$ cat src/hdl/far_pkg.sv
// ----------------------------------------------------------------------------
// far_pkg
// Shared types, constants and the microcode program of the fraction adder.
// ----------------------------------------------------------------------------
package far_pkg;

    localparam int OPERAND_BITS_DEF = 16;
    localparam int NUM_BITS         = 33;
    localparam int DEN_BITS         = 31;
    localparam int PC_BITS          = 4;

    typedef enum logic [3:0] {
        OP_NOP,
        OP_LOAD,
        OP_MUL1,
        OP_MUL2,
        OP_ADD,
        OP_MULD,
        OP_GCD,
        OP_DIVI,
        OP_DIV,
        OP_OUT,
        OP_OUTZS,
        OP_OUTZD
    } t_op;

    typedef enum logic [2:0] {
        J_NEXT,
        J_GOTO,
        J_IF_ZDIV,
        J_IF_ZSUM,
        J_WHILE_GCD,
        J_WHILE_DIV
    } t_jump;

    typedef struct packed {
        t_op                op;
        t_jump              jump;
        logic [PC_BITS-1:0] target;
    } t_ucode;

    // Datapath command for the current step
    typedef struct packed {
        t_op  op;
        logic en;
    } t_ctrl;

    // Datapath flags for the jump logic
    typedef struct packed {
        logic zdiv;
        logic zsum;
        logic gcd_eq;
        logic div_last;
    } t_stat;

    localparam logic [PC_BITS-1:0] ST_LOAD  = 4'd0;
    localparam logic [PC_BITS-1:0] ST_MUL1  = 4'd1;
    localparam logic [PC_BITS-1:0] ST_MUL2  = 4'd2;
    localparam logic [PC_BITS-1:0] ST_ADD   = 4'd3;
    localparam logic [PC_BITS-1:0] ST_MULD  = 4'd4;
    localparam logic [PC_BITS-1:0] ST_GCD   = 4'd5;
    localparam logic [PC_BITS-1:0] ST_DIVI  = 4'd6;
    localparam logic [PC_BITS-1:0] ST_DIV   = 4'd7;
    localparam logic [PC_BITS-1:0] ST_OUT   = 4'd8;
    localparam logic [PC_BITS-1:0] ST_OUTZS = 4'd9;
    localparam logic [PC_BITS-1:0] ST_OUTZD = 4'd10;

    function automatic t_ucode ucode_rom(input logic [PC_BITS-1:0] pc);
        t_ucode w;
        case (pc)
            ST_LOAD:  w = '{OP_LOAD,  J_NEXT,      ST_LOAD};
            ST_MUL1:  w = '{OP_MUL1,  J_IF_ZDIV,   ST_OUTZD};
            ST_MUL2:  w = '{OP_MUL2,  J_NEXT,      ST_LOAD};
            ST_ADD:   w = '{OP_ADD,   J_NEXT,      ST_LOAD};
            ST_MULD:  w = '{OP_MULD,  J_IF_ZSUM,   ST_OUTZS};
            ST_GCD:   w = '{OP_GCD,   J_WHILE_GCD, ST_GCD};
            ST_DIVI:  w = '{OP_DIVI,  J_NEXT,      ST_LOAD};
            ST_DIV:   w = '{OP_DIV,   J_WHILE_DIV, ST_DIV};
            ST_OUT:   w = '{OP_OUT,   J_GOTO,      ST_LOAD};
            ST_OUTZS: w = '{OP_OUTZS, J_GOTO,      ST_LOAD};
            ST_OUTZD: w = '{OP_OUTZD, J_GOTO,      ST_LOAD};
            default:  w = '{OP_NOP,   J_GOTO,      ST_LOAD};
        endcase
        return w;
    endfunction

endpackage

$ cat src/hdl/far_dp.sv
// ----------------------------------------------------------------------------
// far_dp
// Datapath: shared multiplier, signed combine, binary GCD, two-lane divider.
// ----------------------------------------------------------------------------
module far_dp #(
    parameter int OPERAND_BITS = far_pkg::OPERAND_BITS_DEF
) (
    input  logic                              i_clk,
    input  far_pkg::t_ctrl                    i_ctrl,
    input  logic signed [OPERAND_BITS-1:0]    i_first_numerator,
    input  logic signed [OPERAND_BITS-1:0]    i_first_denominator,
    input  logic signed [OPERAND_BITS-1:0]    i_second_numerator,
    input  logic signed [OPERAND_BITS-1:0]    i_second_denominator,
    output far_pkg::t_stat                    o_stat,
    output logic signed [far_pkg::NUM_BITS-1:0] o_sum_numerator,
    output logic [far_pkg::DEN_BITS-1:0]      o_sum_denominator,
    output logic                              o_is_whole,
    output logic                              o_zero_divisor
);
    import far_pkg::*;

    localparam int W  = OPERAND_BITS;
    localparam int MW = 2 * W;
    localparam int KW = $clog2(MW + 1);
    localparam int CW = $clog2(MW);
    localparam int XW = (MW + 1 > NUM_BITS) ? MW + 1 : NUM_BITS;
    localparam int DW = (MW > DEN_BITS) ? MW : DEN_BITS;

    // magnitudes and signs of the operands
    logic [W-1:0]  w_mag_a, w_mag_b, w_mag_c, w_mag_d;
    logic [W-1:0]  r_ma, r_mb, r_mc, r_md;
    logic          r_na, r_nb, r_nc, r_nd;

    logic [W-1:0]  w_mul_x, w_mul_y;
    logic [MW-1:0] w_prod;
    logic [MW-1:0] r_m1, r_m2, r_acc, r_den;
    logic          r_snum, r_neg;
    logic          w_s1, w_s2, w_ssum;
    logic [MW-1:0] w_sum;

    logic [MW-1:0] r_a, r_b, r_g;
    logic [KW-1:0] r_k;
    logic [MW-1:0] n_a, n_b;
    logic [KW-1:0] n_k;

    logic [MW-1:0] r_qn, r_qd, r_rn, r_rd;
    logic [CW-1:0] r_cnt;
    logic [MW:0]   w_rn_sh, w_rd_sh, w_rn_sub, w_rd_sub;
    logic          w_ge_n, w_ge_d;

    logic [XW-1:0] w_qn_x, w_qn_neg;
    logic [DW-1:0] w_qd_x;

    logic signed [NUM_BITS-1:0] r_onum;
    logic [DEN_BITS-1:0]        r_oden;
    logic                       r_owhole, r_ozd;

    assign w_mag_a = i_first_numerator[W-1]    ? (~i_first_numerator + 1'b1)
                                               : i_first_numerator;
    assign w_mag_b = i_first_denominator[W-1]  ? (~i_first_denominator + 1'b1)
                                               : i_first_denominator;
    assign w_mag_c = i_second_numerator[W-1]   ? (~i_second_numerator + 1'b1)
                                               : i_second_numerator;
    assign w_mag_d = i_second_denominator[W-1] ? (~i_second_denominator + 1'b1)
                                               : i_second_denominator;

    always_comb begin
        case (i_ctrl.op)
            OP_MUL1: begin
                w_mul_x = r_ma;
                w_mul_y = r_md;
            end
            OP_MUL2: begin
                w_mul_x = r_mc;
                w_mul_y = r_mb;
            end
            default: begin
                w_mul_x = r_mb;
                w_mul_y = r_md;
            end
        endcase
    end

    assign w_prod = w_mul_x * w_mul_y;

    // sign-magnitude sum of the two cross products
    assign w_s1 = (r_na ^ r_nd) && (r_m1 != '0);
    assign w_s2 = (r_nc ^ r_nb) && (r_m2 != '0);

    always_comb begin
        if (w_s1 == w_s2) begin
            w_sum  = r_m1 + r_m2;
            w_ssum = w_s1;
        end else if (r_m1 >= r_m2) begin
            w_sum  = r_m1 - r_m2;
            w_ssum = w_s1;
        end else begin
            w_sum  = r_m2 - r_m1;
            w_ssum = w_s2;
        end
    end

    // one binary GCD step
    always_comb begin
        n_a = r_a;
        n_b = r_b;
        n_k = r_k;
        if (r_a == r_b) begin
            n_a = r_a;
        end else if (!r_a[0] && !r_b[0]) begin
            n_a = r_a >> 1;
            n_b = r_b >> 1;
            n_k = r_k + 1'b1;
        end else if (!r_a[0]) begin
            n_a = r_a >> 1;
        end else if (!r_b[0]) begin
            n_b = r_b >> 1;
        end else if (r_a > r_b) begin
            n_a = (r_a - r_b) >> 1;
        end else begin
            n_b = (r_b - r_a) >> 1;
        end
    end

    // restoring division, both lanes share the divisor
    assign w_rn_sh  = {r_rn, r_qn[MW-1]};
    assign w_rd_sh  = {r_rd, r_qd[MW-1]};
    assign w_rn_sub = w_rn_sh - {1'b0, r_g};
    assign w_rd_sub = w_rd_sh - {1'b0, r_g};
    assign w_ge_n   = w_rn_sh >= {1'b0, r_g};
    assign w_ge_d   = w_rd_sh >= {1'b0, r_g};

    assign w_qn_x   = XW'(r_qn);
    assign w_qn_neg = ~w_qn_x + 1'b1;
    assign w_qd_x   = DW'(r_qd);

    always_ff @(posedge i_clk) begin
        if (i_ctrl.en) begin
            unique case (i_ctrl.op)
                OP_LOAD: begin
                    r_ma <= w_mag_a;
                    r_mb <= w_mag_b;
                    r_mc <= w_mag_c;
                    r_md <= w_mag_d;
                    r_na <= i_first_numerator[W-1];
                    r_nb <= i_first_denominator[W-1];
                    r_nc <= i_second_numerator[W-1];
                    r_nd <= i_second_denominator[W-1];
                end
                OP_MUL1: r_m1 <= w_prod;
                OP_MUL2: r_m2 <= w_prod;
                OP_ADD: begin
                    r_acc  <= w_sum;
                    r_snum <= w_ssum;
                end
                OP_MULD: begin
                    r_den <= w_prod;
                    r_b   <= w_prod;
                    r_a   <= r_acc;
                    r_k   <= '0;
                    r_neg <= (r_snum ^ r_nb ^ r_nd) && (r_acc != '0);
                end
                OP_GCD: begin
                    r_a <= n_a;
                    r_b <= n_b;
                    r_k <= n_k;
                    r_g <= r_a << r_k;
                end
                OP_DIVI: begin
                    r_qn  <= r_acc;
                    r_qd  <= r_den;
                    r_rn  <= '0;
                    r_rd  <= '0;
                    r_cnt <= '0;
                end
                OP_DIV: begin
                    r_rn  <= w_ge_n ? w_rn_sub[MW-1:0] : w_rn_sh[MW-1:0];
                    r_rd  <= w_ge_d ? w_rd_sub[MW-1:0] : w_rd_sh[MW-1:0];
                    r_qn  <= {r_qn[MW-2:0], w_ge_n};
                    r_qd  <= {r_qd[MW-2:0], w_ge_d};
                    r_cnt <= r_cnt + 1'b1;
                end
                OP_OUT: begin
                    r_onum   <= r_neg ? w_qn_neg[NUM_BITS-1:0] : w_qn_x[NUM_BITS-1:0];
                    r_oden   <= w_qd_x[DEN_BITS-1:0];
                    r_owhole <= (r_qd == MW'(1));
                    r_ozd    <= 1'b0;
                end
                OP_OUTZS: begin
                    r_onum   <= '0;
                    r_oden   <= DEN_BITS'(1);
                    r_owhole <= 1'b1;
                    r_ozd    <= 1'b0;
                end
                OP_OUTZD: begin
                    r_onum   <= '0;
                    r_oden   <= '0;
                    r_owhole <= 1'b0;
                    r_ozd    <= 1'b1;
                end
                default: begin
                    r_cnt <= r_cnt;
                end
            endcase
        end
    end

    assign o_stat.zdiv     = (r_mb == '0) || (r_md == '0);
    assign o_stat.zsum     = (r_acc == '0);
    assign o_stat.gcd_eq   = (r_a == r_b);
    assign o_stat.div_last = (r_cnt == CW'(MW - 1));

    assign o_sum_numerator   = r_onum;
    assign o_sum_denominator = r_oden;
    assign o_is_whole        = r_owhole;
    assign o_zero_divisor    = r_ozd;

endmodule

$ cat src/hdl/fraction_add_reduce.sv
// ----------------------------------------------------------------------------
// fraction_add_reduce - adds two fractions, reduces the sum to lowest terms
// A zero denominator ends after the first multiply, a zero sum after the
// denominator multiply; otherwise the GCD and divide loops follow. One request
// in flight; the next is taken the cycle after its result is registered.
// Sync active-low reset clears the step counter and output valid only.
// ----------------------------------------------------------------------------
module fraction_add_reduce #(
    parameter int OPERAND_BITS = far_pkg::OPERAND_BITS_DEF
) (
    input  logic                                i_clk,
    input  logic                                i_rst_n,
    input  logic                                i_valid,
    output logic                                o_stall,
    input  logic signed [OPERAND_BITS-1:0]      i_first_numerator,
    input  logic signed [OPERAND_BITS-1:0]      i_first_denominator,
    input  logic signed [OPERAND_BITS-1:0]      i_second_numerator,
    input  logic signed [OPERAND_BITS-1:0]      i_second_denominator,
    output logic                                o_valid,
    input  logic                                i_stall,
    output logic signed [far_pkg::NUM_BITS-1:0] o_sum_numerator,
    output logic [far_pkg::DEN_BITS-1:0]        o_sum_denominator,
    output logic                                o_is_whole,
    output logic                                o_zero_divisor
);
    import far_pkg::*;

    // Sequencer: r_pc addresses the microcode ROM in the package. Each word
    // names one datapath operation and a jump rule. The load step holds until
    // a request arrives; output steps hold while the previous result still
    // sits unread in the output register. Loops (GCD, divide) jump to their
    // own address until the datapath flags say they are done.
    logic [PC_BITS-1:0] r_pc;
    logic               r_ovalid;
    t_ucode             w_uc;
    t_ctrl              w_ctrl;
    t_stat              w_stat;
    logic               w_hold;
    logic               w_jump;
    logic               w_out_step;

    assign w_uc = ucode_rom(r_pc);

    always_comb begin
        w_out_step = 1'b0;
        case (w_uc.op) inside
            OP_LOAD: w_hold = !i_valid;
            OP_OUT, OP_OUTZS, OP_OUTZD: begin
                // result register busy and not being drained this cycle
                w_hold     = r_ovalid && i_stall;
                w_out_step = 1'b1;
            end
            default: w_hold = 1'b0;
        endcase
    end

    always_comb begin
        unique case (w_uc.jump)
            J_NEXT:      w_jump = 1'b0;
            J_GOTO:      w_jump = 1'b1;
            J_IF_ZDIV:   w_jump = w_stat.zdiv;
            J_IF_ZSUM:   w_jump = w_stat.zsum;
            J_WHILE_GCD: w_jump = !w_stat.gcd_eq;
            J_WHILE_DIV: w_jump = !w_stat.div_last;
            default:     w_jump = 1'b1;
        endcase
    end

    assign w_ctrl.op = w_uc.op;
    assign w_ctrl.en = !w_hold;

    always_ff @(posedge i_clk) begin
        if (!i_rst_n) begin
            r_pc <= ST_LOAD;
        end else if (!w_hold) begin
            r_pc <= w_jump ? w_uc.target : r_pc + 1'b1;
        end
    end

    // Output valid: set when an output step fires, cleared when drained.
    always_ff @(posedge i_clk) begin
        if (!i_rst_n) begin
            r_ovalid <= 1'b0;
        end else if (w_out_step && !w_hold) begin
            r_ovalid <= 1'b1;
        end else if (!i_stall) begin
            r_ovalid <= 1'b0;
        end
    end

    // Requests are taken only at the load step.
    assign o_stall = (w_uc.op != OP_LOAD);
    assign o_valid = r_ovalid;

    far_dp #(
        .OPERAND_BITS(OPERAND_BITS)
    ) u_dp (
        .i_clk               (i_clk),
        .i_ctrl              (w_ctrl),
        .i_first_numerator   (i_first_numerator),
        .i_first_denominator (i_first_denominator),
        .i_second_numerator  (i_second_numerator),
        .i_second_denominator(i_second_denominator),
        .o_stat              (w_stat),
        .o_sum_numerator     (o_sum_numerator),
        .o_sum_denominator   (o_sum_denominator),
        .o_is_whole          (o_is_whole),
        .o_zero_divisor      (o_zero_divisor)
    );

    // An accepted request moves the sequencer to the first multiply and
    // closes the input side.
    a_accept_step: assert property (@(posedge i_clk) disable iff (!i_rst_n)
        (i_valid && !o_stall) |=> (o_stall && r_pc == ST_MUL1))
        else $error("accept did not advance to the multiply step");

    // A fired output step leaves a valid result behind.
    a_out_valid: assert property (@(posedge i_clk) disable iff (!i_rst_n)
        (w_out_step && !w_hold) |=> o_valid)
        else $error("output step fired without raising valid");

    // Zero-divisor results carry all-zero payload.
    a_zdiv_payload: assert property (@(posedge i_clk) disable iff (!i_rst_n)
        (o_valid && o_zero_divisor) |->
            (o_sum_numerator == '0 && o_sum_denominator == '0 && !o_is_whole))
        else $error("zero divisor result with nonzero payload");

    // Whole-number flag matches a unit denominator.
    a_whole_den: assert property (@(posedge i_clk) disable iff (!i_rst_n)
        (o_valid && o_is_whole) |-> (o_sum_denominator == DEN_BITS'(1)))
        else $error("whole flag with denominator other than one");

endmodule
$ cat config.mk
export PLATFORM = sky130hd
export DESIGN_NAME = fraction_add_reduce
export DESIGN_NICKNAME = d
export VERILOG_FILES = /design/src/hdl/far_pkg.sv /design/src/hdl/far_dp.sv /design/src/hdl/fraction_add_reduce.sv
export SDC_FILE = /design/constraint.sdc
export NUM_CORES = 2
export LEC_CHECK = 0
export CAP_MARGIN = 20
export CORE_ASPECT_RATIO = 1.4
export CORE_MARGIN = 2
export CORE_UTILIZATION = 59
export DETAILED_ROUTE_END_ITERATION = 8
export DONT_BUFFER_PORTS = 1
export PLACE_DENSITY = 0.79
export SLEW_MARGIN = 20
export SYNTH_ARGS = -nofsm -noshare
export SYNTH_HDL_FRONTEND = slang
export SYNTH_SLANG_ARGS = --single-unit
$ cat constraint.sdc
create_clock -name i_clk -period 8.3 [get_ports i_clk]
set_input_delay 1.66 -clock i_clk [delete_from_list [all_inputs] [get_ports i_clk]]
set_output_delay 1.66 -clock i_clk [all_outputs]
set_load 0.03 [all_outputs]
==> out/results.ini <==
[yosys]
synth_cell_types=87
yosysWarnings=0
syn_area_per_cell_um2=9.30
synthesis.area_um2=43600
syn-instance-count=4691
yosysSeqAreaShare_pct=35.0
syn-num-nets=5300
synth_seq_cells=513
synth_edf_count=499
synth-async-reset-ratio_pct=0
synth-main-ff-cell=edfxtp_1

[worst_setup_path]
cp-end-kind=flip-flop
path_max_fanout=19
critical_path_arrival_ns=8.26
critPathSlowestCell=fa_1
critPathKind=flip-flop to flip-flop
crit_top_cell=fa_1
start_kind=flip-flop
max_stage_delay_ns=0.57
required_ns=8.77

[drt]
drcViolationCount=0
vias_per_cell=6.34
vias=35501
ant_nets=0
first_pass_iters=6
wl_um=144000
avgRoutedWirePerCell_um=25.7
initialDrtViolationCount=2646

[floorplanning]
ios=136
core-area_um2=73700
die_x_um=234
rows=118
die-area_um2=76200
die_y_um=326
start_util_pct=59.2

[layout]
layout-drive-gt1-share_pct=5.50
nets=5205
largest_reg_flops=33
syn_to_final_growth_pct=6.44
final_common_cell=nand2_1
layout_common_cells=556 x nand2_1, 532 x nor2_1, 499 x edfxtp_1

[cts]
clk_pin_slew_ns=0.07
cts_hold_buffers=0
clockRootBuffer=clkbuf_16
ctsResizeCount=0
numCtsBuffers=52
cts_setup_buffers=0
clk_latency_ns=0.66
cts_tree=yes
cts.sinks=513
htreeDepth=2
cts_buffer_depth=3

[grt]
grt_max_degree=72
track_usage_pct=37.8
grt_pass1_wl_um=214000
grt_pass1_vias=36087
gr-total-overflow=0
antenna_found_initial=4

[timing]
fmax_ghz=0.128
finalSetupTns_ns=0
hold_viol_final=0
setup_viol=0
slew_violations=0
final.setup_skew_ns=0.0537
slew_headroom_pct=26.2
period_minus_slack_ns=7.79
rsz0062_at_grt=false
fin_crit_sh_pct=93.9
worstMarginPinSlew_ns=1.10

[outcome]
status=completed

[placed_design]
gp_congestion=1.05
io_buffers=0
dp_hpwl_um=113000

[worst_hold_path]
hp-class=flip-flop to flip-flop

[flow_run]
max-cap-violations=0

kinds of logic (layout without fill, tap and decap cells):
| family | after synthesis | after routing | share of synthesized area, % |
|---|---|---|---|
| buf+inv | 675 | 622 | 5.86 |
| compound gates | 999 | 999 | 15.0 |
| simple gates | 1571 | 1571 | 16.2 |
| flops | 513 | 513 | 35.0 |
| other cells | 0 | 3 | 0 |
| xor+xnor | 244 | 244 | 4.90 |
| mux | 148 | 148 | 4.12 |
| fa+ha+maj | 541 | 541 | 19.0 |
synth_stat cells, types with 25 or more instances:
cell | count | area [um^2]
clkbuf_1 | 190 | 713
nor3_1 | 73 | 365
a21oi_1 | 298 | 1490
nand2_1 | 558 | 2090
xor2_1 | 85 | 744
ha_1 | 340 | 4250
a21o_1 | 101 | 758
nor2b_1 | 36 | 225
inv_1 | 452 | 1700
nor4_1 | 56 | 350
xnor2_1 | 159 | 1390
a31oi_1 | 41 | 257
nor2_1 | 533 | 2000
o31ai_1 | 40 | 300
a221oi_1 | 53 | 464
or3_1 | 29 | 181
o21bai_1 | 35 | 263
fa_1 | 201 | 4020
o21ai_0 | 183 | 916
edfxtp_1 | 499 | 15000
o21a_1 | 31 | 233
nand4_1 | 45 | 282
mux2i_1 | 102 | 1020
nand2b_1 | 41 | 257
nand3_1 | 55 | 275
and2_1 | 65 | 407
a211oi_1 | 39 | 293
and3_1 | 25 | 156
layer usage:
layer	global-route usage, %	up-vias	part of all wire (%)
li1	-	16253	-
met1	35.3	17177	31
met3	8.25	630	6.4
met5	0	-	0.0090
met2	65.8	1439	50
met4	38.4	2	12
area by class of cell:
class,count,area (um^2)
Clock inverter,40,478
Inverter,456,1710
Fill cell,6106,27200
Multi-Input combinational cell,3503,25900
Antenna cell,3,7.51
Tap cell,960,1200
Timing Repair Buffer,70,533
Clock buffer,56,1320
Sequential cell,513,15300
per-stage QoR:
stage	area [um^2]	setup WS, ns	instances	hold slack [ns]	util [%]
finish	46400	0.507	5601	0.488	63.0
global route	46400	0.0986	5598	0.521	63.0
CTS	46400	0.558	5596	0.495	63.0
detailed placement	44600	0.611	5500	0.487	60.6
global placement	44600	0.799	5500	0.488	60.6
floorplan	43600	0.224	4691	0.468	-
critical path: cells and delay by family, from the launching register on:
kind / cells / cell delay, ns
buf+inv: 7 / 0.78
flops: 1 / 0.36
mux: 1 / 0.43
fa+ha+maj: 7 / 3.23
compound gates: 9 / 1.71
simple gates: 3 / 0.75
xor+xnor: 1 / 0.32
final timing paths:
check / from / slack, ns / endpoint / depth (start not counted)
setup / recovery: w_uc[9]$_SDFF_PP0_ / 0.51 / u_dp.r_b[27]$_DFFE_PP_ / 28
hold / removal: w_uc[0]$_SDFF_PP0_ / 0.49 / r_pc[0]$_SDFFE_PN0P_ / 2
setup reg to reg: w_uc[9]$_SDFF_PP0_ / 0.51 / u_dp.r_b[27]$_DFFE_PP_ / 28
hold reg to reg: w_uc[0]$_SDFF_PP0_ / 0.49 / r_pc[0]$_SDFFE_PN0P_ / 2
Power is left out: the tool's default activity adds up to more than one toggle a clock period on the data nets, which glitch-free logic cannot reach.
